==> config.mk <==
export PLATFORM = sky130hd
export DESIGN_NAME = sgr_attribute_decoder_flat
export DESIGN_NICKNAME = d
export VERILOG_FILES = /design/src/rtl/sgr_pkg.sv /design/src/rtl/sgr_if.sv /design/src/rtl/sgr_attribute_decoder.sv /design/src/flat_wrapper.sv
export SDC_FILE = /design/constraint.sdc
export NUM_CORES = 1
export LEC_CHECK = 0
export CORE_MARGIN = 5
export CORE_UTILIZATION = 58
export CTS_CLUSTER_SIZE = 10
export DETAILED_ROUTE_END_ITERATION = 8
export DONT_BUFFER_PORTS = 1
export PLACE_DENSITY = 0.79
export SLEW_MARGIN = 25
export SYNTH_ARGS = -nofsm -noshare
export SYNTH_HDL_FRONTEND = slang
export SYNTH_SLANG_ARGS = --single-unit
==> constraint.sdc <==
create_clock -name clk -period 2.99 [get_ports clk]
set_input_delay 0.4485 -clock clk [delete_from_list [all_inputs] [get_ports clk]]
set_output_delay 0.4485 -clock clk [all_outputs]
set_load 0.005 [all_outputs]
==> src/rtl/sgr_pkg.sv <==
// Shared widths, phase encoding and SGR code constants for the attribute decoder.
package sgr_pkg;

  localparam int unsigned ValueW = 17;
  localparam int unsigned AfterW = 4;
  localparam int unsigned AttrW  = 4;
  localparam int unsigned IndexW = 8;
  localparam int unsigned SkipW  = 2;

  typedef logic signed [ValueW-1:0] param_value_t;
  typedef logic [AfterW-1:0]        params_after_t;
  typedef logic [AttrW-1:0]         attr_t;
  typedef logic [IndexW-1:0]        pal_index_t;
  typedef logic [SkipW-1:0]         skip_t;
  typedef logic [15:0]              code_t;

  // Extended colour progress, one-hot.
  typedef enum logic [4:0] {
    PH_NONE   = 5'b00001,
    PH_FG_SEL = 5'b00010,
    PH_BG_SEL = 5'b00100,
    PH_FG_IDX = 5'b01000,
    PH_BG_IDX = 5'b10000
  } ext_phase_t;

  localparam attr_t ATTR_BOLD      = 4'b0001;
  localparam attr_t ATTR_UNDERLINE = 4'b0010;
  localparam attr_t ATTR_BLINK     = 4'b0100;
  localparam attr_t ATTR_INVERSE   = 4'b1000;

  localparam code_t CODE_RESET       = 16'd0;
  localparam code_t CODE_BOLD        = 16'd1;
  localparam code_t CODE_UNDERLINE   = 16'd4;
  localparam code_t CODE_BLINK       = 16'd5;
  localparam code_t CODE_INVERSE     = 16'd7;
  localparam code_t CODE_NO_BOLD     = 16'd22;
  localparam code_t CODE_NO_UNDER    = 16'd24;
  localparam code_t CODE_NO_BLINK    = 16'd25;
  localparam code_t CODE_NO_INVERSE  = 16'd27;
  localparam code_t CODE_FG_BASE     = 16'd30;
  localparam code_t CODE_FG_LAST     = 16'd37;
  localparam code_t CODE_FG_EXT      = 16'd38;
  localparam code_t CODE_FG_DEFAULT  = 16'd39;
  localparam code_t CODE_BG_BASE     = 16'd40;
  localparam code_t CODE_BG_LAST     = 16'd47;
  localparam code_t CODE_BG_EXT      = 16'd48;
  localparam code_t CODE_BG_DEFAULT  = 16'd49;
  localparam code_t CODE_FG_HI_BASE  = 16'd90;
  localparam code_t CODE_FG_HI_LAST  = 16'd97;
  localparam code_t CODE_BG_HI_BASE  = 16'd100;
  localparam code_t CODE_BG_HI_LAST  = 16'd107;

  localparam code_t SEL_RGB   = 16'd2;
  localparam code_t SEL_INDEX = 16'd5;

  localparam skip_t         RGB_SKIP      = 2'd3;
  localparam params_after_t EXT_MIN_AFTER = 4'd2;
  localparam pal_index_t    HI_PAL_OFFSET = 8'd8;

endpackage

==> src/rtl/sgr_if.sv <==
// Valid/ready channel interfaces for parameter requests and attribute results.
interface sgr_in_if import sgr_pkg::*; ();
  logic          valid;
  logic          ready;
  param_value_t  param_value;
  params_after_t params_after;

  modport source (output valid, output param_value, output params_after, input ready);
  modport sink   (input valid, input param_value, input params_after, output ready);
endinterface

interface sgr_out_if import sgr_pkg::*; ();
  logic       valid;
  logic       ready;
  attr_t      attributes;
  logic       fg_is_palette;
  pal_index_t fg_palette_index;
  logic       bg_is_palette;
  pal_index_t bg_palette_index;

  modport source (output valid, output attributes, output fg_is_palette,
                  output fg_palette_index, output bg_is_palette,
                  output bg_palette_index, input ready);
  modport sink   (input valid, input attributes, input fg_is_palette,
                  input fg_palette_index, input bg_is_palette,
                  input bg_palette_index, output ready);
endinterface

==> src/rtl/sgr_attribute_decoder.sv <==
// SGR parameter decoder: input register, combinational decode, state/result register.
// An accepted request is held in the input register, then decoded into the state/result register.
// Throughput: one parameter per cycle while the output is not back-pressured; the state
//   update of one parameter is combinational decode logic, so consecutive parameters chain without gaps.
// Reset (rst_n low, synchronous): attributes and colours cleared to default,
//   no extended colour or skip pending, both pipeline stages empty.
module sgr_attribute_decoder
  import sgr_pkg::*;
(
  input  logic       clk,
  input  logic       rst_n,
  sgr_in_if.sink     in_ch,
  sgr_out_if.source  out_ch
);

  logic          s1_valid_r;
  param_value_t  s1_value_r;
  params_after_t s1_after_r;

  logic          out_valid_r;

  attr_t      attr_r, attr_nxt;
  logic       fg_kind_r, fg_kind_nxt;
  pal_index_t fg_idx_r, fg_idx_nxt;
  logic       bg_kind_r, bg_kind_nxt;
  pal_index_t bg_idx_r, bg_idx_nxt;
  ext_phase_t phase_r, phase_nxt;
  skip_t      skip_r, skip_nxt;

  logic  decode_fire;
  logic  in_fire;
  logic  is_empty;
  logic  is_pos;
  code_t val;
  logic  run_code;

  assign decode_fire = s1_valid_r && (!out_valid_r || out_ch.ready);
  assign in_ch.ready = !s1_valid_r || decode_fire;
  assign in_fire     = in_ch.valid && in_ch.ready;

  assign is_empty = (s1_value_r == -17'sd1);
  assign is_pos   = !s1_value_r[ValueW-1];
  assign val      = s1_value_r[15:0];

  always_comb begin
    attr_nxt    = attr_r;
    fg_kind_nxt = fg_kind_r;
    fg_idx_nxt  = fg_idx_r;
    bg_kind_nxt = bg_kind_r;
    bg_idx_nxt  = bg_idx_r;
    phase_nxt   = phase_r;
    skip_nxt    = skip_r;
    run_code    = 1'b0;

    if (skip_r != '0) begin
      skip_nxt = skip_r - 2'd1;
    end else begin
      case (phase_r)
        PH_FG_SEL, PH_BG_SEL: begin
          if (is_pos && val == SEL_INDEX) begin
            phase_nxt = (phase_r == PH_FG_SEL) ? PH_FG_IDX : PH_BG_IDX;
          end else if (is_pos && val == SEL_RGB) begin
            phase_nxt = PH_NONE;
            skip_nxt  = RGB_SKIP;
          end else begin
            phase_nxt = PH_NONE;
            run_code  = 1'b1;
          end
        end
        PH_FG_IDX: begin
          fg_kind_nxt = 1'b1;
          fg_idx_nxt  = s1_value_r[IndexW-1:0];
          phase_nxt   = PH_NONE;
        end
        PH_BG_IDX: begin
          bg_kind_nxt = 1'b1;
          bg_idx_nxt  = s1_value_r[IndexW-1:0];
          phase_nxt   = PH_NONE;
        end
        default: begin
          phase_nxt = PH_NONE;
          run_code  = 1'b1;
        end
      endcase
    end

    if (run_code) begin
      if (is_empty || (is_pos && val == CODE_RESET)) begin
        attr_nxt    = '0;
        fg_kind_nxt = 1'b0;
        fg_idx_nxt  = '0;
        bg_kind_nxt = 1'b0;
        bg_idx_nxt  = '0;
      end else if (is_pos) begin
        case (val) inside
          CODE_BOLD:       attr_nxt = attr_r | ATTR_BOLD;
          CODE_UNDERLINE:  attr_nxt = attr_r | ATTR_UNDERLINE;
          CODE_BLINK:      attr_nxt = attr_r | ATTR_BLINK;
          CODE_INVERSE:    attr_nxt = attr_r | ATTR_INVERSE;
          CODE_NO_BOLD:    attr_nxt = attr_r & ~ATTR_BOLD;
          CODE_NO_UNDER:   attr_nxt = attr_r & ~ATTR_UNDERLINE;
          CODE_NO_BLINK:   attr_nxt = attr_r & ~ATTR_BLINK;
          CODE_NO_INVERSE: attr_nxt = attr_r & ~ATTR_INVERSE;
          [CODE_FG_BASE:CODE_FG_LAST]: begin
            fg_kind_nxt = 1'b1;
            fg_idx_nxt  = val[IndexW-1:0] - CODE_FG_BASE[IndexW-1:0];
          end
          [CODE_BG_BASE:CODE_BG_LAST]: begin
            bg_kind_nxt = 1'b1;
            bg_idx_nxt  = val[IndexW-1:0] - CODE_BG_BASE[IndexW-1:0];
          end
          [CODE_FG_HI_BASE:CODE_FG_HI_LAST]: begin
            fg_kind_nxt = 1'b1;
            fg_idx_nxt  = val[IndexW-1:0] - CODE_FG_HI_BASE[IndexW-1:0] + HI_PAL_OFFSET;
          end
          [CODE_BG_HI_BASE:CODE_BG_HI_LAST]: begin
            bg_kind_nxt = 1'b1;
            bg_idx_nxt  = val[IndexW-1:0] - CODE_BG_HI_BASE[IndexW-1:0] + HI_PAL_OFFSET;
          end
          CODE_FG_DEFAULT: fg_kind_nxt = 1'b0;
          CODE_BG_DEFAULT: bg_kind_nxt = 1'b0;
          CODE_FG_EXT: begin
            if (s1_after_r >= EXT_MIN_AFTER) phase_nxt = PH_FG_SEL;
          end
          CODE_BG_EXT: begin
            if (s1_after_r >= EXT_MIN_AFTER) phase_nxt = PH_BG_SEL;
          end
          default: ;
        endcase
      end
    end

    // drop anything pending at the end of the sequence
    if (s1_after_r == '0) begin
      phase_nxt = PH_NONE;
      skip_nxt  = '0;
    end
  end

  always_ff @(posedge clk) begin
    if (!rst_n) begin
      s1_valid_r <= 1'b0;
    end else if (in_ch.ready) begin
      s1_valid_r <= in_ch.valid;
    end
  end

  always_ff @(posedge clk) begin
    if (in_fire) begin
      s1_value_r <= in_ch.param_value;
      s1_after_r <= in_ch.params_after;
    end
  end

  always_ff @(posedge clk) begin
    if (!rst_n) begin
      out_valid_r <= 1'b0;
    end else if (decode_fire) begin
      out_valid_r <= 1'b1;
    end else if (out_ch.ready) begin
      out_valid_r <= 1'b0;
    end
  end

  // state doubles as the result register: it only advances when a result loads
  always_ff @(posedge clk) begin
    if (!rst_n) begin
      attr_r    <= '0;
      fg_kind_r <= 1'b0;
      fg_idx_r  <= '0;
      bg_kind_r <= 1'b0;
      bg_idx_r  <= '0;
      phase_r   <= PH_NONE;
      skip_r    <= '0;
    end else if (decode_fire) begin
      attr_r    <= attr_nxt;
      fg_kind_r <= fg_kind_nxt;
      fg_idx_r  <= fg_idx_nxt;
      bg_kind_r <= bg_kind_nxt;
      bg_idx_r  <= bg_idx_nxt;
      phase_r   <= phase_nxt;
      skip_r    <= skip_nxt;
    end
  end

  assign out_ch.valid            = out_valid_r;
  assign out_ch.attributes       = attr_r;
  assign out_ch.fg_is_palette    = fg_kind_r;
  assign out_ch.fg_palette_index = fg_idx_r;
  assign out_ch.bg_is_palette    = bg_kind_r;
  assign out_ch.bg_palette_index = bg_idx_r;

endmodule
==> src/flat_wrapper.sv <==
// flat-port wrapper written by rule: the top's interface ports become plain ports
module sgr_attribute_decoder_flat import sgr_pkg::*;
  (clk, rst_n, in_ch_valid, in_ch_param_value, in_ch_params_after, in_ch_ready, out_ch_valid, out_ch_attributes, out_ch_fg_is_palette, out_ch_fg_palette_index, out_ch_bg_is_palette, out_ch_bg_palette_index, out_ch_ready);
  sgr_in_if in_ch_i ();
  sgr_out_if out_ch_i ();
  input  logic clk;
  input  logic rst_n;
  input wire logic [$bits(in_ch_i.valid)-1:0] in_ch_valid;
  input wire logic [$bits(in_ch_i.param_value)-1:0] in_ch_param_value;
  input wire logic [$bits(in_ch_i.params_after)-1:0] in_ch_params_after;
  output wire logic [$bits(in_ch_i.ready)-1:0] in_ch_ready;
  output wire logic [$bits(out_ch_i.valid)-1:0] out_ch_valid;
  output wire logic [$bits(out_ch_i.attributes)-1:0] out_ch_attributes;
  output wire logic [$bits(out_ch_i.fg_is_palette)-1:0] out_ch_fg_is_palette;
  output wire logic [$bits(out_ch_i.fg_palette_index)-1:0] out_ch_fg_palette_index;
  output wire logic [$bits(out_ch_i.bg_is_palette)-1:0] out_ch_bg_is_palette;
  output wire logic [$bits(out_ch_i.bg_palette_index)-1:0] out_ch_bg_palette_index;
  input wire logic [$bits(out_ch_i.ready)-1:0] out_ch_ready;
  assign in_ch_i.valid = in_ch_valid;
  assign in_ch_i.param_value = in_ch_param_value;
  assign in_ch_i.params_after = in_ch_params_after;
  assign in_ch_ready = in_ch_i.ready;
  assign out_ch_valid = out_ch_i.valid;
  assign out_ch_attributes = out_ch_i.attributes;
  assign out_ch_fg_is_palette = out_ch_i.fg_is_palette;
  assign out_ch_fg_palette_index = out_ch_i.fg_palette_index;
  assign out_ch_bg_is_palette = out_ch_i.bg_is_palette;
  assign out_ch_bg_palette_index = out_ch_i.bg_palette_index;
  assign out_ch_i.ready = out_ch_ready;
  sgr_attribute_decoder u_core (.clk(clk), .rst_n(rst_n), .in_ch(in_ch_i), .out_ch(out_ch_i));
endmodule
==> impl_metrics.toml <==
[outcome]
run_status = "completed"

[grt]
antenna_found_initial = 0
grt_busiest_layer = "met2"
use_met3_pct = 5.44
first_global_vias = 2817
grt_use_met2_pct = 37.8
grt_use_total_pct = 23.5
grt.overflow.total = 0
grt_pass1_wl_mm = 13.8
grt_max_degree = 35
met1_usage_pct = 31.3

[floorplan]
initial_core_util_pct = 59.5
die_area_mm2 = 0.00725
dieWidth_um = 85.1
rows = 27
fp.coreArea_mm2 = 0.00551
die_h_um = 85.1
ioPinCount = 49

[sta]
worst_slew_pin_slew_ns = 0.850
setup_tns_ns = 0
finalHoldViolations = 0
whs_ns = 0.224
maxSlewHeadroom_pct = 43.3
finClkSkew_ns = 0.0128
post-route-period-util_pct = 94.5
max_freq_mhz = 354
slew_violations = 0
finalWorstPathRequiredPeriod_ns = 2.83
rsz0062_at_grt = "no"
setup_viol = 0

[route]
routed_wl_mm = 8.53
vias_per_cell = 6.61
vias = 3001
first_pass_iters = 5
wl_per_cell_um = 18.8
drt-initial-drc-count = 317
drc = 0
ant_nets = 0

[setup_path]
path_buf_inv = 0
slowest_delay_ns = 0.61
cp.arrival_ns = 3.03
path_cells = "or4_4 -> or3_4 -> a311oi_4 -> o211ai_4 -> a21oi_1 -> a31oi_1 -> o21ai_0 -> a21boi_1"
critPathRequiredTime_ns = 3.19
end_kind = "register"
critical_path_class = "reg -> reg"
cp_slowest_cell = "or4_4"
cp_max_fo = 5
critical-path-top-delay-family = "compound AO/OA/AOI/OAI gates"
startpoint_type = "register"

[pwr]
switching_share_pct = 26.5
p_switching_mw = 0.370
clkPwrFrac_pct = 30.0
powerDensity_mw_per_mm2 = 388
combinationalPowerShare_pct = 12.4
leakage_nw = 1.29
vdd_drop_max_uv = 289
seq_power_share_pct = 57.6
p_int_mw = 1.03

[job]
cap_violations = 0

[clock_tree]
clock_sinks = 52
clockBufferDepth = 2
tritoncts = "done"
path_clk_slew_ns = 0.10
cts_max_level = 2
cts_made_buffers = 5
clk_latency_ns = 0.31
root_buffer = "clkbuf_8"
holdBufCountCts = 0

[logic_synthesis]
syn_avg_cell_area_um2 = 8.83
yosysTopAreaCell = "edfxtp_1"
synth_top_area_share_pct = 19.3
synth_async_sr_flop_share_pct = 0
synth.area.top_cells = "edfxtp_1 (19%), dfxtp_1 (19%), a21oi_1 (4.6%)"
synth-seq-cells = 52
synth_edf_count = 21
syn_nets = 407
yosysMostFrequentCell = "dfxtp_1"
synth_common_cells = "dfxtp_1 (31), a21oi_1 (30), nor2_1 (30)"
syn-instance-count = 371
ys_types = 64
synth_area_mm2 = 0.00327
yosysWarnings = 0
ys.flop_type = "dfxtp_1"
yosysSeqAreaShare_pct = 38.2

[final_layout]
fin_util_pct = 65.3
design_area_mm2 = 0.00360
nets = 417
syn_to_final_growth_pct = 9.86
layout-drive-gt1-share_pct = 15.7
n_antenna_cell = 0
stdcell_count = 454

[placed_design]
dp_cells = 446
gp_congestion = 0.958
place_area_mm2 = 0.00347
dpl.hpwl_mm = 6.28
port-buffer-count = 0

[worst_hold_path]
hold_class = "in -> reg"
sequential cells by signal, summed over array words and instances (netlist names):
| register | cells |
|---|---|
| u_core.s1_value_r | 17 |
| u_core.out_ch.bg_palette_index | 8 |
| u_core.out_ch.fg_palette_index | 8 |
| u_core.phase_r | 5 |
| u_core.out_ch.attributes | 4 |
| u_core.s1_after_r | 4 |
| u_core.skip_r | 2 |
| u_core.out_ch.bg_is_palette | 1 |
| u_core.out_ch.fg_is_palette | 1 |
| u_core.out_ch.valid | 1 |
| u_core.s1_valid_r | 1 |
repair_timing:
item                       CTS  global route
buffers inserted             0             0
gates resized for setup      0             8
setup endpoints to repair    0            10
power groups by stage:
stage          Combinational (mW)  Clock [mW]  Sequential (mW)
2_1_floorplan               0.130           0            0.805
3_3_place_gp                0.163           0            0.818
3_5_place_dp                0.166           0            0.819
4_1_cts                     0.167       0.429            0.803
5_1_grt                     0.189       0.461            0.809
6_report                    0.173       0.419            0.805
layout by cell type (no fill, tap or decap), types with 3 or more instances in the layout:
cell / n
a21boi_0: 3
edfxtp_1: 21
inv_1: 12
o21ai_0: 26
a21oi_1: 29
and2_1: 5
buf_4: 27
nor3_1: 9
mux2i_1: 5
a21boi_1: 3
clkbuf_8: 6
and3_1: 5
o31ai_1: 3
dfxtp_1: 31
o211ai_1: 4
xnor2_1: 5
a22oi_1: 3
a31oi_1: 5
or4_1: 4
nor2b_1: 11
o221a_2: 4
o221ai_1: 3
nand4_1: 8
nand2_1: 25
nor2_1: 30
ha_1: 11
nand2b_1: 4
nor4_1: 7
nor3b_1: 6
o22a_1: 3
o41ai_1: 3
nand3_1: 12
o21a_1: 3
o211a_1: 3
layer usage:
layer / share of wire (%) / vias to the layer above
li1: - / 1415
met1: 43 / 1412
met2: 46 / 160
met3: 9.5 / 14
met4: 1.8 / 0
met5: 0 / -
area by class of cell:
class                           count  area, µm²
Clock inverter                      2       10.0
Timing Repair Buffer               27        203
Fill cell                         454       1910
Multi-Input combinational cell    284       1920
Clock buffer                        6       82.6
Inverter                           11       41.3
Tap cell                           72       90.1
Sequential cell                    52       1250
final timing paths:
kind | startpoint | end | slack, ns | cells after the start
max | u_core.s1_value_r[9] | u_core.out_ch.bg_palette_index[1] | 0.16 | 8
min | in_ch_param_value[3] | u_core.s1_value_r[3] | 0.22 | 0
max reg2reg | u_core.s1_value_r[9] | u_core.out_ch.bg_palette_index[1] | 0.16 | 8
min reg2reg | u_core.skip_r[0] | u_core.skip_r[0] | 0.49 | 2
metrics by stage:
step	total power, mW	setup slack [ns]
after CTS	1.40	0.0619
after detailed placement	0.986	0.0836
after floorplan	0.935	0.108
final	1.40	0.165
after global routing	1.46	0.0130
after global placement	0.981	0.139
worst reg2reg max path, stage by stage, from the launching register on:
cell      delay, ns
edfxtp_1       0.44
or4_4          0.61
or3_4          0.42
a311oi_4       0.39
o211ai_4       0.16
a21oi_1        0.35
a31oi_1        0.10
o21ai_0        0.17
a21boi_1       0.09
cell families after synthesis:
kind of cell,Yosys count,share of synthesized area (%)
simple gates,145,24.2
compound gates,117,25.9
flops,52,38.2
buf+inv,35,4.32
fa+ha+maj,11,4.20
xor+xnor,6,1.60
mux,5,1.53
Power figures use the tool's default switching activity.
